### src/rtl/y2r_pkg.sv
// shared constants and types for the yuyv to rgb888 converter
`default_nettype none

package y2r_pkg;

	localparam int NumerW = 21;

	localparam logic signed [NumerW-1:0] LUMA_GAIN    = 21'sd1164;
	localparam logic signed [NumerW-1:0] RED_V_GAIN   = 21'sd1159;
	localparam logic signed [NumerW-1:0] GREEN_U_GAIN = 21'sd380;
	localparam logic signed [NumerW-1:0] GREEN_V_GAIN = 21'sd813;
	localparam logic signed [NumerW-1:0] BLUE_U_GAIN  = 21'sd2018;
	localparam logic signed [9:0]        LUMA_OFFSET  = 10'sd16;
	localparam logic signed [9:0]        CHROMA_MID   = 10'sd128;

	// quotient above 255 starts at 256 * 1000
	localparam logic signed [NumerW-1:0] SAT_LIMIT = 21'sd256000;
	localparam logic [7:0]               CHAN_MAX  = 8'd255;

	// ceil(2^28 / 1000), exact floor for numerators below 256000
	localparam int                 DivShift  = 28;
	localparam int                 DivInW    = 18;
	localparam int                 ProdW     = 37;
	localparam logic [18:0]        DIV_RECIP = 19'd268436;

	typedef logic signed [NumerW-1:0] numer_t;

	typedef struct packed {
		logic s3;
		logic s4;
	} stage_en_t;

endpackage

`default_nettype wire

### src/rtl/y2r_chdiv.sv
// clamp and divide-by-1000 of one color channel over two pipeline stages
`default_nettype none

module y2r_chdiv (
	input  wire                clk,
	input  y2r_pkg::stage_en_t en,
	input  y2r_pkg::numer_t    numer,
	output logic [7:0]         chan
);

	logic                        zero_s3;
	logic                        sat_s3;
	logic [y2r_pkg::ProdW-1:0]   prod_s3;
	logic [7:0]                  chan_s4;

	always_ff @(posedge clk) begin
		if (en.s3) begin
			zero_s3 <= (numer <= 0);
			sat_s3  <= (numer >= y2r_pkg::SAT_LIMIT);
			prod_s3 <= y2r_pkg::ProdW'(numer[y2r_pkg::DivInW-1:0])
				* y2r_pkg::ProdW'(y2r_pkg::DIV_RECIP);
		end
	end

	always_ff @(posedge clk) begin
		if (en.s4) begin
			priority if (zero_s3) begin
				chan_s4 <= '0;
			end else if (sat_s3) begin
				chan_s4 <= y2r_pkg::CHAN_MAX;
			end else begin
				chan_s4 <= prod_s3[y2r_pkg::DivShift +: 8];
			end
		end
	end

	assign chan = chan_s4;

endmodule

`default_nettype wire

### src/rtl/yuyv_to_rgb888_converter.sv
// top level: yuyv macropixel to two rgb888 pixels, integer coefficients scaled by 1000
`default_nettype none

// Converts one YUYV macropixel per transfer into two RGB888 pixels that share
// the chroma pair. Four register stages: constant products, channel
// numerators, reciprocal multiply for the divide by 1000 with clamp flags,
// and the output register. A new macropixel is taken every clock while the
// output side keeps up; the result is registered in each stage in turn
// before it reaches the output register. A stall holds only the stages
// that are full, so bubbles are squeezed out and no item is lost or
// repeated. frame_done follows frame_end of the same item.
module yuyv_to_rgb888_converter (
	input  wire        clk,
	input  wire        arst_n,
	input  wire        pixel_valid,
	output logic       pixel_ready,
	input  wire [7:0]  luma_first,
	input  wire [7:0]  chroma_blue,
	input  wire [7:0]  luma_second,
	input  wire [7:0]  chroma_red,
	input  wire        frame_end,
	output logic       rgb_valid,
	input  wire        rgb_ready,
	output logic [7:0] red_first,
	output logic [7:0] green_first,
	output logic [7:0] blue_first,
	output logic [7:0] red_second,
	output logic [7:0] green_second,
	output logic [7:0] blue_second,
	output logic       frame_done
);

	logic vld_s1, vld_s2, vld_s3, vld_s4;
	logic en_s1, en_s2;
	y2r_pkg::stage_en_t en;

	logic signed [9:0] y0_m, y1_m, u_m, v_m;

	y2r_pkg::numer_t base0_s1, base1_s1, red_t_s1, gu_t_s1, gv_t_s1, blue_t_s1;
	y2r_pkg::numer_t rf_s2, gf_s2, bf_s2, rs_s2, gs_s2, bs_s2;
	logic frame_s1, frame_s2, frame_s3, frame_s4;

	// a stage loads when it is empty or its contents move on
	assign en.s4 = !vld_s4 || rgb_ready;
	assign en.s3 = !vld_s3 || en.s4;
	assign en_s2 = !vld_s2 || en.s3;
	assign en_s1 = !vld_s1 || en_s2;
	assign pixel_ready = en_s1;

	always_ff @(posedge clk or negedge arst_n) begin
		if (!arst_n) begin
			vld_s1 <= 1'b0;
			vld_s2 <= 1'b0;
			vld_s3 <= 1'b0;
			vld_s4 <= 1'b0;
		end else begin
			if (en_s1) begin
				vld_s1 <= pixel_valid;
			end
			if (en_s2) begin
				vld_s2 <= vld_s1;
			end
			if (en.s3) begin
				vld_s3 <= vld_s2;
			end
			if (en.s4) begin
				vld_s4 <= vld_s3;
			end
		end
	end

	assign y0_m = $signed({2'b00, luma_first})  - y2r_pkg::LUMA_OFFSET;
	assign y1_m = $signed({2'b00, luma_second}) - y2r_pkg::LUMA_OFFSET;
	assign u_m  = $signed({2'b00, chroma_blue}) - y2r_pkg::CHROMA_MID;
	assign v_m  = $signed({2'b00, chroma_red})  - y2r_pkg::CHROMA_MID;

	// stage 1: constant products
	always_ff @(posedge clk) begin
		if (en_s1) begin
			base0_s1  <= y2r_pkg::numer_t'(y0_m) * y2r_pkg::LUMA_GAIN;
			base1_s1  <= y2r_pkg::numer_t'(y1_m) * y2r_pkg::LUMA_GAIN;
			red_t_s1  <= y2r_pkg::numer_t'(v_m) * y2r_pkg::RED_V_GAIN;
			gu_t_s1   <= y2r_pkg::numer_t'(u_m) * y2r_pkg::GREEN_U_GAIN;
			gv_t_s1   <= y2r_pkg::numer_t'(v_m) * y2r_pkg::GREEN_V_GAIN;
			blue_t_s1 <= y2r_pkg::numer_t'(u_m) * y2r_pkg::BLUE_U_GAIN;
			frame_s1  <= frame_end;
		end
	end

	// stage 2: channel numerators
	always_ff @(posedge clk) begin
		if (en_s2) begin
			rf_s2    <= base0_s1 + red_t_s1;
			gf_s2    <= base0_s1 - gu_t_s1 - gv_t_s1;
			bf_s2    <= base0_s1 + blue_t_s1;
			rs_s2    <= base1_s1 + red_t_s1;
			gs_s2    <= base1_s1 - gu_t_s1 - gv_t_s1;
			bs_s2    <= base1_s1 + blue_t_s1;
			frame_s2 <= frame_s1;
		end
	end

	always_ff @(posedge clk) begin
		if (en.s3) begin
			frame_s3 <= frame_s2;
		end
		if (en.s4) begin
			frame_s4 <= frame_s3;
		end
	end

	// stages 3 and 4: divide and clamp per channel
	y2r_chdiv u_rf (.clk(clk), .en(en), .numer(rf_s2), .chan(red_first));
	y2r_chdiv u_gf (.clk(clk), .en(en), .numer(gf_s2), .chan(green_first));
	y2r_chdiv u_bf (.clk(clk), .en(en), .numer(bf_s2), .chan(blue_first));
	y2r_chdiv u_rs (.clk(clk), .en(en), .numer(rs_s2), .chan(red_second));
	y2r_chdiv u_gs (.clk(clk), .en(en), .numer(gs_s2), .chan(green_second));
	y2r_chdiv u_bs (.clk(clk), .en(en), .numer(bs_s2), .chan(blue_second));

	assign rgb_valid  = vld_s4;
	assign frame_done = frame_s4;

	a_accept_fills_s1: assert property (@(posedge clk) disable iff (!arst_n)
		pixel_valid && pixel_ready |=> vld_s1)
		else $error("accepted macropixel did not reach stage 1");

	a_backpressure_full: assert property (@(posedge clk) disable iff (!arst_n)
		!pixel_ready |-> vld_s1 && vld_s2 && vld_s3 && vld_s4)
		else $error("input stalled while the pipeline has a bubble");

	a_stall_holds_s2: assert property (@(posedge clk) disable iff (!arst_n)
		vld_s2 && !en.s3 |=> vld_s2 && $stable(rf_s2) && $stable(frame_s2))
		else $error("stalled stage 2 item changed or was dropped");

	a_stall_holds_s3: assert property (@(posedge clk) disable iff (!arst_n)
		vld_s3 && !en.s4 |=> vld_s3 && $stable(frame_s3))
		else $error("stalled stage 3 item changed or was dropped");

endmodule

`default_nettype wire
### config.mk
export PLATFORM = sky130hd
export DESIGN_NAME = yuyv_to_rgb888_converter
export DESIGN_NICKNAME = d
export VERILOG_FILES = /design/src/rtl/y2r_pkg.sv /design/src/rtl/y2r_chdiv.sv /design/src/rtl/yuyv_to_rgb888_converter.sv
export SDC_FILE = /design/constraint.sdc
export NUM_CORES = 2
export LEC_CHECK = 0
export BUFFER_PORTS_ARGS = -buffer_cell sky130_fd_sc_hd__buf_4
export CAP_MARGIN = 20
export CORE_MARGIN = 10
export CORE_UTILIZATION = 66
export CTS_CLUSTER_SIZE = 40
export DETAILED_ROUTE_END_ITERATION = 8
export PLACE_DENSITY_LB_ADDON = 0.12
export SYNTH_ARGS = -nofsm -noshare
export SYNTH_HDL_FRONTEND = slang
export SYNTH_SLANG_ARGS = --single-unit
### constraint.sdc
create_clock -name clk -period 6.25 [get_ports clk]
set_input_delay 0.9375 -clock clk [delete_from_list [all_inputs] [get_ports clk]]
set_output_delay 0.9375 -clock clk [all_outputs]
set_load 0.005 [all_outputs]
==> flow_summary.ini <==
[route]
final_antenna_net_count = 0
wl_per_cell_um = 18.27
drt_iter0_markers = 2618
firstDrtPassIters = 6
vias = 36488
finalWirelength_mm = 119.7
routed_via_density = 5.570
drcViolationCount = 0

[run]
drv_cap = 0

[worst_setup_path]
crit_arrival_ns = 6.21
cp-end-kind = flop
cp-start-kind = flop
criticalPathCategory = flop to flop
path_max_fanout = 7
worstPathRequired_ns = 6.58

[timing]
fmax_mhz = 170.1
slew_viol_final = 0
finalCritPeriodShare_pct = 94.06
fin_setup_tns_ns = 0
hold_violations = 0
setup_viol = 0
period_needed_ns = 5.879
worstMarginPinSlew_ns = 0.9861
rsz0062_at_grt = false
slew_headroom_pct = 34.26
fin_worst_skew_ns = 0.03264

[synth]
netlist_top_cells_area = ha_1 32%, edfxtp_1 19%, fa_1 19%
netlist.area_leader.share_pct = 31.74
yosys.cell_types.count = 73
syn_avg_cell_area_um2 = 10.03
synthFlopType = edfxtp_1
yosysMostFrequentCell = inv_1
syn_area_um2 = 53420
ys_seq_elements = 348
syn_inst = 5325
syn_nets = 7214
synth_edf_count = 344
yosys.area.top_type = ha_1
synth_warnings = 0
ys_seq_area_share_pct = 19.53
yosys-top-cells-count = 1385 x inv_1, 1355 x ha_1, 497 x fa_1
synthArstFlopShare_pct = 1.149

[place]
place_congestion = 0.9570
portBuffers = 87
dp_cells = 6478
post-dp-hpwl_mm = 100.8

[global_routing]
grtUsageTotal_pct = 26.10
grt_pass1_vias = 37259
grt_max_degree = 88
grt_pass1_wl_mm = 196.0
grt_remaining_overflow = 0
antenna_found_initial = 2

[clock_network]
clk_latency_ns = 0.59
cts.repair.resized = 0
ctsHoldBuffers = 0
clockBufferDepth = 3
clkTransAtPathRegs_ns = 0.06
clock-sinks = 348
htreeDepth = 2
cts_tree = done
cts_setup_buffers = 0
clockRootBuffer = clkbuf_16
cts_buffers = 42

[cells_and_area]
drive_above_1_share_pct = 4.390
register_area_um2 = 10430
multi_input_area_um2 = 37700
fin_nets = 7351
fillCellCount = 6019
finalNonFillerCells = 6551
areaGrowthSynthToFinish_pct = 6.694

[floorplanning]
dieArea_um2 = 92710
pin_count = 88
row_count = 104
die_h_um = 304.5
start_util_pct = 66.43
coreArea_um2 = 80420
die-width_um = 304.5

[worst_hold_path]
hold_class = input port to async pin

[status]
status = completed
==> final cells by class <==
| type | count | area share (%) |
|---|---|---|
| Clock inverter | 24 | 0.5488 |
| Clock buffer | 48 | 1.921 |
| Timing Repair Buffer | 122 | 1.629 |
| Inverter | 1385 | 9.122 |
| Multi-Input combinational cell | 3563 | 66.15 |
| Tap cell | 1060 | 2.327 |
| Sequential cell | 348 | 18.30 |
| Antenna cell | 1 | 0.004391 |
==> critical path, cell delays in order, from the launching register on <==
cell and delay (ns):
edfxtp_1 0.59, inv_1 0.09, ha_1 0.30, ha_1 0.15, inv_1 0.05, fa_1 0.50, inv_1 0.05, fa_1 0.47
fa_1 0.55, inv_1 0.06, fa_1 0.53, inv_1 0.04, ha_1 0.33, a21oi_1 0.13, o21ai_0 0.09, a2111oi_0 0.40
nor2_1 0.14, o41ai_1 0.56, o2111ai_1 0.27, a21oi_1 0.24, xnor2_1 0.08
==> cells by family (layout without fill, tap and decap cells) <==
family,count (synthesis),after routing,share of synthesized area [%]
mux,45,45,0.8737
flops,348,348,19.53
simple gates,735,735,6.645
xor+xnor,293,293,4.804
fa+ha+maj,1852,1852,50.36
buf+inv,1414,1579,9.936
compound gates,638,638,7.851
other cells,0,1,0
==> registers in the layout, indices dropped and copies added, names as in the netlist, 16 cells and up <==
name and cells:
rf_s2 21, red_t_s1 21, base0_s1 19, gv_t_s1 19
gs_s2 19, base1_s1 19, gf_s2 20, bf_s2 20
rs_s2 19, blue_t_s1 20, gu_t_s1 16, bs_s2 19
==> path summary, 6_finish.rpt <==
path,cells past startpoint,slack [ns],startpoint,endpoint
min,1,0.15,arst_n,rgb_valid
max,20,0.37,rf_s2[8],u_rf.prod_s3[35]
max reg2reg,20,0.37,rf_s2[8],u_rf.prod_s3[35]
max in group asynchronous,1,6.01,arst_n,vld_s1
min reg2reg,0,0.42,red_t_s1[1],rf_s2[1]
min in group clk,0,0.42,red_t_s1[1],rf_s2[1]
==> metrics by stage <==
stage                     worst slack [ns]  utilization (%)  hold WS [ns]  cell area [µm²]
after floorplan                     0.2894                -        0.4003            53420
after detailed placement            0.3693            69.12        0.4054            55580
after global routing               0.08092            70.87        0.1379            56990
final                               0.3711            70.87        0.1484            56990
after CTS                           0.3727            70.87        0.1252            56990
after global placement              0.4415            69.12        0.4004            55580
==> layout by cell type, fill, tap and decap left out, types with 32 or more instances in the layout <==
cell type and n:
inv_1 1384, ha_1 1355, fa_1 497, edfxtp_1 344
nor2_1 246, xnor2_1 210, a21oi_1 195, nand2_1 136
buf_4 121, o21ai_0 117, xor2_1 83, nor3_1 71
a21o_1 67, nand3_1 60, clkbuf_16 43, o21a_1 39
and3_1 34, nor2b_1 33, mux2i_1 32, nand4_1 32
==> per-layer routing <==
| layer | GRT usage (%) | part of all wire (%) |
|---|---|---|
| met3 | 3.015 | 5.4 |
| met4 | 7.549 | 3.1 |
| met2 | 41.52 | 45 |
| met1 | 37.23 | 47 |
| met5 | 0 | 0.019 |
Power is left out: the tool's default activity adds up to more than one toggle a clock period on the data nets, which glitch-free logic cannot reach.
